## src/sdls_pkg.sv

```systemverilog
package sdls_pkg;

  // field widths
  localparam int SAMPLE_W  = 16;
  localparam int OUT_W     = 17;
  localparam int CFG_IDX_W = 3;
  localparam int CFG_DAT_W = 17;

  // product of (sample - span low end) and (out_max - out_min), signed
  localparam int PROD_W    = 35;
  // dividend magnitude and quotient width of the serial divider
  localparam int QUO_W     = 33;
  localparam int DIV_STEPS = QUO_W;
  localparam int CNT_W     = $clog2(DIV_STEPS);

  // output clamp bounds
  localparam logic signed [PROD_W-1:0] OUT_LO = -(PROD_W'(65536));
  localparam logic signed [PROD_W-1:0] OUT_HI = PROD_W'(65535);

  // register indexes
  localparam logic [CFG_IDX_W-1:0] REG_SPAN_LO    = 3'd0;
  localparam logic [CFG_IDX_W-1:0] REG_VOLT_MAX   = 3'd1;
  localparam logic [CFG_IDX_W-1:0] REG_OUT_MIN    = 3'd2;
  localparam logic [CFG_IDX_W-1:0] REG_OUT_MAX    = 3'd3;
  localparam logic [CFG_IDX_W-1:0] REG_NOISE_BAND = 3'd4;
  localparam logic [CFG_IDX_W-1:0] REG_SAT_MARGIN = 3'd5;
  localparam logic [CFG_IDX_W-1:0] REG_PEDAL_MODE = 3'd6;

  // controller -> datapath commands
  typedef struct packed {
    logic accept;
    logic mul;
    logic div_init;
    logic div_step;
    logic add;
    logic finish;
  } cmd_t;

  // datapath -> controller status
  typedef struct packed {
    logic upd;
    logic zero_span;
    logic out_busy;
  } sts_t;

endpackage

```

## src/sdls_ctrl.sv

```systemverilog
module sdls_ctrl (
  input  logic           clk,
  input  logic           rst_n,
  input  logic           in_tvalid,
  output logic           in_tready,
  input  sdls_pkg::sts_t sts,
  output sdls_pkg::cmd_t cmd
);
  import sdls_pkg::*;

  typedef enum logic [2:0] {
    S_IDLE,
    S_MUL,
    S_DINIT,
    S_DIV,
    S_ADD,
    S_OUT
  } state_t;

  state_t           state_r;
  logic [CNT_W-1:0] cnt_r;

  assign in_tready = (state_r == S_IDLE);

  // command decode
  always_comb begin
    cmd          = '0;
    cmd.accept   = (state_r == S_IDLE) && in_tvalid;
    cmd.mul      = (state_r == S_MUL);
    cmd.div_init = (state_r == S_DINIT);
    cmd.div_step = (state_r == S_DIV);
    cmd.add      = (state_r == S_ADD);
    cmd.finish   = (state_r == S_OUT) && !sts.out_busy;
  end

  // sequencer
  always_ff @(posedge clk) begin
    if (!rst_n) begin
      state_r <= S_IDLE;
      cnt_r   <= '0;
    end else begin
      unique case (state_r)
        S_IDLE: begin
          if (in_tvalid) state_r <= S_MUL;
        end
        S_MUL: begin
          priority if (!sts.upd) state_r <= S_OUT;
          else if (sts.zero_span) state_r <= S_ADD;
          else state_r <= S_DINIT;
        end
        S_DINIT: begin
          cnt_r   <= '0;
          state_r <= S_DIV;
        end
        S_DIV: begin
          cnt_r <= cnt_r + 1'b1;
          if (cnt_r == CNT_W'(DIV_STEPS - 1)) state_r <= S_ADD;
        end
        S_ADD: begin
          state_r <= S_OUT;
        end
        S_OUT: begin
          if (!sts.out_busy) state_r <= S_IDLE;
        end
        default: state_r <= S_IDLE;
      endcase
    end
  end

endmodule

```

## src/sdls_dp.sv

```systemverilog
module sdls_dp (
  input  logic                           clk,
  input  logic                           rst_n,
  // configuration writes
  input  logic                           cfg_we,
  input  logic [sdls_pkg::CFG_IDX_W-1:0] cfg_index,
  input  logic [sdls_pkg::CFG_DAT_W-1:0] cfg_data,
  // input sample
  input  logic [sdls_pkg::SAMPLE_W-1:0]  in_sample,
  // result
  input  logic                           out_tready,
  output logic                           out_valid,
  output logic [sdls_pkg::OUT_W-1:0]     out_value,
  output logic                           out_error,
  // control
  input  sdls_pkg::cmd_t                 cmd,
  output sdls_pkg::sts_t                 sts
);
  import sdls_pkg::*;

  // configuration registers
  logic [SAMPLE_W-1:0]     span_lo_r, volt_max_r, noise_band_r, sat_margin_r;
  logic signed [OUT_W-1:0] out_min_r, out_max_r;
  logic                    pedal_mode_r;

  // held state
  logic [SAMPLE_W-1:0]     held_sample_r;
  logic signed [OUT_W-1:0] held_output_r;

  // per-item registers
  logic [SAMPLE_W-1:0]     s_r;
  logic                    err_r, upd_r, snap_lo_r, snap_hi_r;
  logic signed [PROD_W-1:0] prod_r;
  logic [QUO_W-1:0]        dvd_r;
  logic [SAMPLE_W-1:0]     dvs_r, rem_r;
  logic                    neg_r;
  logic signed [OUT_W-1:0] lin_r;

  // output register
  logic                    out_valid_r, out_err_r;
  logic signed [OUT_W-1:0] out_value_r;

  // accept-time decisions
  logic [SAMPLE_W-1:0] diff;
  logic [SAMPLE_W:0]   lo_lim, hi_sum;
  logic                upd_nxt, err_nxt, snap_lo_nxt, snap_hi_nxt;

  assign diff    = (in_sample >= held_sample_r) ? (in_sample - held_sample_r)
                                                : (held_sample_r - in_sample);
  assign upd_nxt = diff > noise_band_r;
  assign err_nxt = !pedal_mode_r && ((in_sample < span_lo_r) || (in_sample > volt_max_r));
  assign lo_lim  = {1'b0, span_lo_r} + {1'b0, sat_margin_r};
  assign hi_sum  = {1'b0, in_sample} + {1'b0, sat_margin_r};
  assign snap_lo_nxt = {1'b0, in_sample} <= lo_lim;
  assign snap_hi_nxt = pedal_mode_r ? (hi_sum >= {1'b0, volt_max_r})
                                    : (in_sample >= volt_max_r);

  // span, offset and range terms
  logic signed [SAMPLE_W:0]   span, offs;
  logic signed [OUT_W:0]      range_v;
  logic signed [PROD_W-1:0]   prod_nxt;

  assign span     = $signed({1'b0, volt_max_r}) - $signed({1'b0, span_lo_r});
  assign offs     = $signed({1'b0, s_r}) - $signed({1'b0, span_lo_r});
  assign range_v  = $signed({out_max_r[OUT_W-1], out_max_r})
                  - $signed({out_min_r[OUT_W-1], out_min_r});
  assign prod_nxt = PROD_W'(offs) * PROD_W'(range_v);

  // restoring divider step, one quotient bit per cycle
  logic [SAMPLE_W:0] shifted;
  logic              ge;

  assign shifted = {rem_r, dvd_r[QUO_W-1]};
  assign ge      = shifted >= {1'b0, dvs_r};

  // signed quotient plus offset, clamped to the signed 17-bit output range; out_min on a zero span
  logic signed [QUO_W:0]    qs;
  logic signed [PROD_W-1:0] sum;
  logic signed [OUT_W-1:0]  lin_nxt;

  assign qs  = neg_r ? -$signed({1'b0, dvd_r}) : $signed({1'b0, dvd_r});
  assign sum = PROD_W'(qs) + PROD_W'(out_min_r);

  always_comb begin
    priority if (sts.zero_span) lin_nxt = out_min_r;
    else if (sum < OUT_LO) lin_nxt = OUT_LO[OUT_W-1:0];
    else if (sum > OUT_HI) lin_nxt = OUT_HI[OUT_W-1:0];
    else lin_nxt = sum[OUT_W-1:0];
  end

  // final selection with end snaps
  logic signed [OUT_W-1:0] res;

  always_comb begin
    priority if (!upd_r) res = held_output_r;
    else if (snap_lo_r) res = out_min_r;
    else if (snap_hi_r) res = out_max_r;
    else res = lin_r;
  end

  // configuration register file
  always_ff @(posedge clk) begin
    if (!rst_n) begin
      span_lo_r    <= '0;
      volt_max_r   <= '1;
      out_min_r    <= '0;
      out_max_r    <= OUT_W'(65535);
      noise_band_r <= '0;
      sat_margin_r <= '0;
      pedal_mode_r <= 1'b0;
    end else if (cfg_we) begin
      unique case (cfg_index)
        REG_SPAN_LO:    span_lo_r    <= cfg_data[SAMPLE_W-1:0];
        REG_VOLT_MAX:   volt_max_r   <= cfg_data[SAMPLE_W-1:0];
        REG_OUT_MIN:    out_min_r    <= cfg_data[OUT_W-1:0];
        REG_OUT_MAX:    out_max_r    <= cfg_data[OUT_W-1:0];
        REG_NOISE_BAND: noise_band_r <= cfg_data[SAMPLE_W-1:0];
        REG_SAT_MARGIN: sat_margin_r <= cfg_data[SAMPLE_W-1:0];
        REG_PEDAL_MODE: pedal_mode_r <= cfg_data[0];
        default: ;
      endcase
    end
  end

  // held sample and held output
  always_ff @(posedge clk) begin
    if (!rst_n) begin
      held_sample_r <= '0;
      held_output_r <= '0;
    end else begin
      if (cmd.accept && upd_nxt) held_sample_r <= in_sample;
      if (cmd.finish) held_output_r <= res;
    end
  end

  // arithmetic pipeline and divider
  always_ff @(posedge clk) begin
    if (cmd.accept) begin
      s_r       <= in_sample;
      err_r     <= err_nxt;
      upd_r     <= upd_nxt;
      snap_lo_r <= snap_lo_nxt;
      snap_hi_r <= snap_hi_nxt;
    end
    if (cmd.mul) prod_r <= prod_nxt;
    if (cmd.div_init) begin
      dvd_r <= prod_r[PROD_W-1] ? QUO_W'(-prod_r) : prod_r[QUO_W-1:0];
      dvs_r <= span[SAMPLE_W] ? SAMPLE_W'(-span) : span[SAMPLE_W-1:0];
      rem_r <= '0;
      neg_r <= prod_r[PROD_W-1] ^ span[SAMPLE_W];
    end
    if (cmd.div_step) begin
      rem_r <= ge ? SAMPLE_W'(shifted - {1'b0, dvs_r}) : shifted[SAMPLE_W-1:0];
      dvd_r <= {dvd_r[QUO_W-2:0], ge};
    end
    if (cmd.add) lin_r <= lin_nxt;
  end

  // output register
  always_ff @(posedge clk) begin
    if (!rst_n) begin
      out_valid_r <= 1'b0;
    end else if (cmd.finish) begin
      out_valid_r <= 1'b1;
    end else if (out_tready) begin
      out_valid_r <= 1'b0;
    end
  end

  always_ff @(posedge clk) begin
    if (cmd.finish) begin
      out_value_r <= res;
      out_err_r   <= err_r;
    end
  end

  assign out_valid     = out_valid_r;
  assign out_value     = out_value_r;
  assign out_error     = out_err_r;
  assign sts.upd       = upd_r;
  assign sts.zero_span = (span == '0);
  assign sts.out_busy  = out_valid_r && !out_tready;

  // a new result never overwrites one still waiting
  a_no_overwrite: assert property (@(posedge clk) disable iff (!rst_n)
    cmd.finish |-> !(out_valid_r && !out_tready))
    else $error("result overwritten while output stalled");

  // remainder stays below the divisor through the division
  a_rem_bound: assert property (@(posedge clk) disable iff (!rst_n)
    cmd.div_step |-> (rem_r < dvs_r))
    else $error("divider remainder out of range");

  // division steps follow an init or another step
  a_div_order: assert property (@(posedge clk) disable iff (!rst_n)
    cmd.div_step |-> $past(cmd.div_init || cmd.div_step))
    else $error("divider step without init");

  // a sample inside the noise band leaves the held sample alone
  a_deadband_hold: assert property (@(posedge clk) disable iff (!rst_n)
    cmd.accept && !upd_nxt |=> $stable(held_sample_r))
    else $error("held sample changed inside noise band");

endmodule

```

## src/sensor_deadband_linear_scaler.sv

```systemverilog
// Steps from accept to result valid: multiply, output inside the noise band; multiply,
//   add, output with a zero span; multiply, 33-step serial divide, add, output when rescaled.
// Flow: a new sample is taken only after the last result is registered, past any output
//   stall; the bit-serial restoring divider over the span makes one quotient bit per cycle.
// Reset: synchronous active-low rst_n clears control, held sample and held output to zero
//   and loads the register defaults; no clearing pass.
module sensor_deadband_linear_scaler (
  input  logic        clk,
  input  logic        rst_n,
  // input stream
  input  logic        in_tvalid,
  output logic        in_tready,
  input  logic [15:0] in_tdata,   // [15:0] sample
  // result stream
  output logic        out_tvalid,
  input  logic        out_tready,
  output logic [23:0] out_tdata,  // [16:0] scaled_value, [23:17] zero
  output logic [0:0]  out_tuser,  // [0] range_fault
  // configuration writes
  input  logic        cfg_valid,
  output logic        cfg_ready,
  input  logic [2:0]  cfg_index,
  input  logic [16:0] cfg_data
);
  import sdls_pkg::*;

  cmd_t             cmd;
  sts_t             sts;
  logic [OUT_W-1:0] value;
  logic             error;

  assign cfg_ready = 1'b1;

  sdls_ctrl u_ctrl (
    .clk       (clk),
    .rst_n     (rst_n),
    .in_tvalid (in_tvalid),
    .in_tready (in_tready),
    .sts       (sts),
    .cmd       (cmd)
  );

  sdls_dp u_dp (
    .clk        (clk),
    .rst_n      (rst_n),
    .cfg_we     (cfg_valid),
    .cfg_index  (cfg_index),
    .cfg_data   (cfg_data),
    .in_sample  (in_tdata),
    .out_tready (out_tready),
    .out_valid  (out_tvalid),
    .out_value  (value),
    .out_error  (error),
    .cmd        (cmd),
    .sts        (sts)
  );

  assign out_tdata = {7'd0, value};
  assign out_tuser = error;

endmodule
```

## config.mk

```make
export PLATFORM = sky130hd
export DESIGN_NAME = sensor_deadband_linear_scaler
export DESIGN_NICKNAME = d
export VERILOG_FILES = /design/src/sdls_pkg.sv /design/src/sdls_ctrl.sv /design/src/sdls_dp.sv /design/src/sensor_deadband_linear_scaler.sv
export SDC_FILE = /design/constraint.sdc
export NUM_CORES = 2
export LEC_CHECK = 0
export BUFFER_PORTS_ARGS = -buffer_cell sky130_fd_sc_hd__buf_2
export CORE_MARGIN = 3
export CORE_UTILIZATION = 40
export DETAILED_ROUTE_END_ITERATION = 8
export SYNTH_ARGS = -nofsm -noshare
export SYNTH_HDL_FRONTEND = slang
export SYNTH_SLANG_ARGS = --single-unit
```

## constraint.sdc

```tcl
create_clock -name clk -period 10.35 [get_ports clk]
set_clock_uncertainty 0.15 [all_clocks]
set_input_delay 0 -clock clk [delete_from_list [all_inputs] [get_ports clk]]
set_output_delay 0 -clock clk [all_outputs]
set_load 0.02 [all_outputs]
```

==> flow_summary.yaml <==
status:
  outcome: "finished clean"
sta:
  setup_violations: 0
  tightest_slew_ns: 1.18
  finalMaxSlewViolations: 0
  slew_headroom_pct: 20.9
  clock.fmax_mhz: 104
  fin_crit_sh_pct: 93.3
  whs_ns: 0.133
  grt_setup_unrepaired: "no"
  tns_ns: 0
  fin_crit_ns: 9.66
  finalHoldViolCount: 0
final_layout:
  drive_gt1_share_pct: 6.45
  fin_cells: 5162
  multi_input_area_um2: 24500
  n_antenna_cell: 0
  fin_nets: 4685
  syn_to_final_growth_pct: 9.41
  fill_cells: 8415
  final_area_um2: 37700
  seq_area_um2: 7500
yosys:
  synth_common_cells: "inv_1, nand2_1, ha_1, fa_1, nor2_1"
  async_flop_share_pct: 0
  syn-instance-count: 3917
  yosysWarnings: 0
  synth_top_area_cell: "fa_1"
  syn_area_um2: 34500
  synth-seq-area-share_pct: 21.8
  synthDistinctLibCells: 94
  synthTopCellsByArea: "fa_1, edfxtp_1, ha_1"
  synth_ff_type: "edfxtp_1"
  synth_edf_count: 155
  synth_seq_cells: 297
  yosysMostFrequentCell: "inv_1"
  avgSynthCellArea_um2: 8.80
  yosysTopAreaCellShare_pct: 18.6
detailed_routing:
  via_per_inst: 5.34
  drt_wl_total_um: 95200
  drc: 0
  dr_total_vias: 27600
  ant_nets: 0
  wl_per_cell_um: 18.4
  drtIter0Drc: 1755
  dr.pass1.iters: 5
critical_path:
  cp-end-kind: "register"
  rr_startpoint: "u_dp.span_lo_r[0]$_SDFFE_PN0P_"
  crit_arrival_ns: 9.82
  crit_type: "register to register"
  crit_slowest_cell: "fa_1"
  required_ns: 10.51
  cpMostUsedCell: "fa_1"
  slowest_delay_ns: 0.56
  cp-start-kind: "register"
  crit_path_start: "u_dp.span_lo_r[0]$_SDFFE_PN0P_"
  crit_fanout: 14
clock_tree:
  clk_latency_ns: 0.58
  cts_tree: "yes"
  cts_root_buffer: "clkbuf_16"
  cts.sinks: 297
  clk_pin_slew_ns: 0.06
  clockBufferDepth: 3
  htree_levels: 2
  cts_buffers: 38
floorplan:
  start_util_pct: 40.4
  coreArea_um2: 85300
  dieWidth_um: 300
  die_h_um: 300
  dieArea_um2: 89700
  ioPinCount: 69
  rows: 107
hold_path:
  hold_start: "cfg_data[16]"
  hold_path.class: "primary input to register"
global_route:
  first_global_vias: 27700
  grt_usage_pct: 21.4
  grt_overflow: 0
  grt_max_degree: 85
  grt_pass1_wl_um: 153000
  antenna_found_initial: 0
placed_design:
  place_inst: 5048
  placed_area_um2: 36100
  gp_congestion: 0.920
  io_buffers: 60
  dpl.hpwl_um: 76600
flow_run:
  maxCapViolCount: 0
critical path: cells and delay by family, from the launching register on:
| kind | cells | cell delay [ns] |
|---|---|---|
| AO/OA/AOI/OAI | 16 | 3.75 |
| XOR/XNOR | 1 | 0.09 |
| adder cells (fa/ha/maj) | 9 | 4.05 |
| buffers and inverters | 5 | 0.57 |
| flip-flops | 1 | 0.45 |
| AND/OR/NAND/NOR | 3 | 0.33 |
worst paths after layout:
kind | slack [ns] | depth (start not counted) | endpoint
setup / recovery | 0.69 | 34 | u_dp.prod_r[34]$_DFFE_PN_
hold / removal | 0.13 | 4 | u_dp.out_max_r[16]$_SDFFE_PN0P_
setup reg to reg | 0.69 | 34 | u_dp.prod_r[34]$_DFFE_PN_
hold reg to reg | 0.32 | 2 | u_dp.noise_band_r[7]$_SDFFE_PN0P_
registers in the layout (all words and copies together) (netlist names), 3 cells and up:
signal and flops:
u_dp.span_lo_r 16, u_dp.rem_r 16, u_dp.held_output_r 17, u_dp.out_min_r 17, u_dp.held_sample_r 16, u_dp.volt_max_r 16
u_dp.sat_margin_r 16, u_ctrl.cnt_r 6, u_dp.s_r 16, u_dp.noise_band_r 16, u_dp.lin_r 17, u_dp.prod_r 34
u_dp.dvd_r 33, u_ctrl.state_r 3, u_dp.out_max_r 17, u_dp.out_value 17, u_dp.dvs_r 16
metrics by stage:
stage / worst slack, ns / util, %
after global routing: 0.0599 / 44.2
after global placement: 0.791 / 42.3
final: 0.692 / 44.2
after CTS: 0.605 / 44.2
after detailed placement: 0.634 / 42.3
after floorplan: 1.60 / -
layout by cell type (no fill, tap or decap), types with 33 or more instances in the layout:
cell type / netlist / final
a21boi_0: 79 / 79
a21o_1: 73 / 73
a21oi_1: 172 / 172
buf_2: 3 / 59
buf_4: 8 / 51
clkbuf_16: 0 / 39
dfxtp_1: 142 / 142
dlygate4sd3_1: 0 / 46
edfxtp_1: 155 / 155
fa_1: 320 / 320
ha_1: 334 / 334
inv_1: 524 / 524
mux2i_1: 70 / 70
nand2_1: 503 / 503
nand2b_1: 55 / 55
nand3_1: 69 / 69
nor2_1: 279 / 277
nor2b_1: 66 / 65
nor3_1: 45 / 43
o21a_1: 33 / 33
o21ai_0: 183 / 182
o31ai_1: 33 / 33
xnor2_1: 155 / 155
xor2_1: 88 / 88
per-layer routing:
metal | part of all wire, % | global-route usage, %
met3 | 5.2 | 2.53
met5 | 0 | 0
met2 | 47 | 35.5
met4 | 3.0 | 6.71
met1 | 45 | 29.2
cells by family (layout without fill, tap and decap cells):
logic type / count (synthesis) / in the layout / share of synthesized area (%)
XOR/XNOR: 243 / 243 / 6.17
AND/OR/NAND/NOR: 1180 / 1180 / 15.7
AO/OA/AOI/OAI: 796 / 796 / 15.6
multiplexers: 91 / 91 / 2.72
buffers and inverters: 654 / 749 / 7.40
adder cells (fa/ha/maj): 654 / 654 / 30.7
flip-flops: 297 / 297 / 21.8
other: 2 / 8 / 0.0218
area by class of cell:
type	instances	share of cell area [%]
clock buffers	51	2.73
clock inverters	17	0.418
inverters	525	5.23
multi-input cells	2972	64.9
flip-flops and latches	297	19.9
well taps	1144	3.80
repair buffers	156	3.02
repair_timing:
item	4_1_cts	5_1_grt
buffers inserted	0	0
endpoints found under the hold margin	154	0
resized for setup	0	1
hold buffers	46	0
setup endpoints to repair	0	1
Power is not shown: default switching activity piles up to over one toggle a cycle in this logic, so the estimate is an artifact.
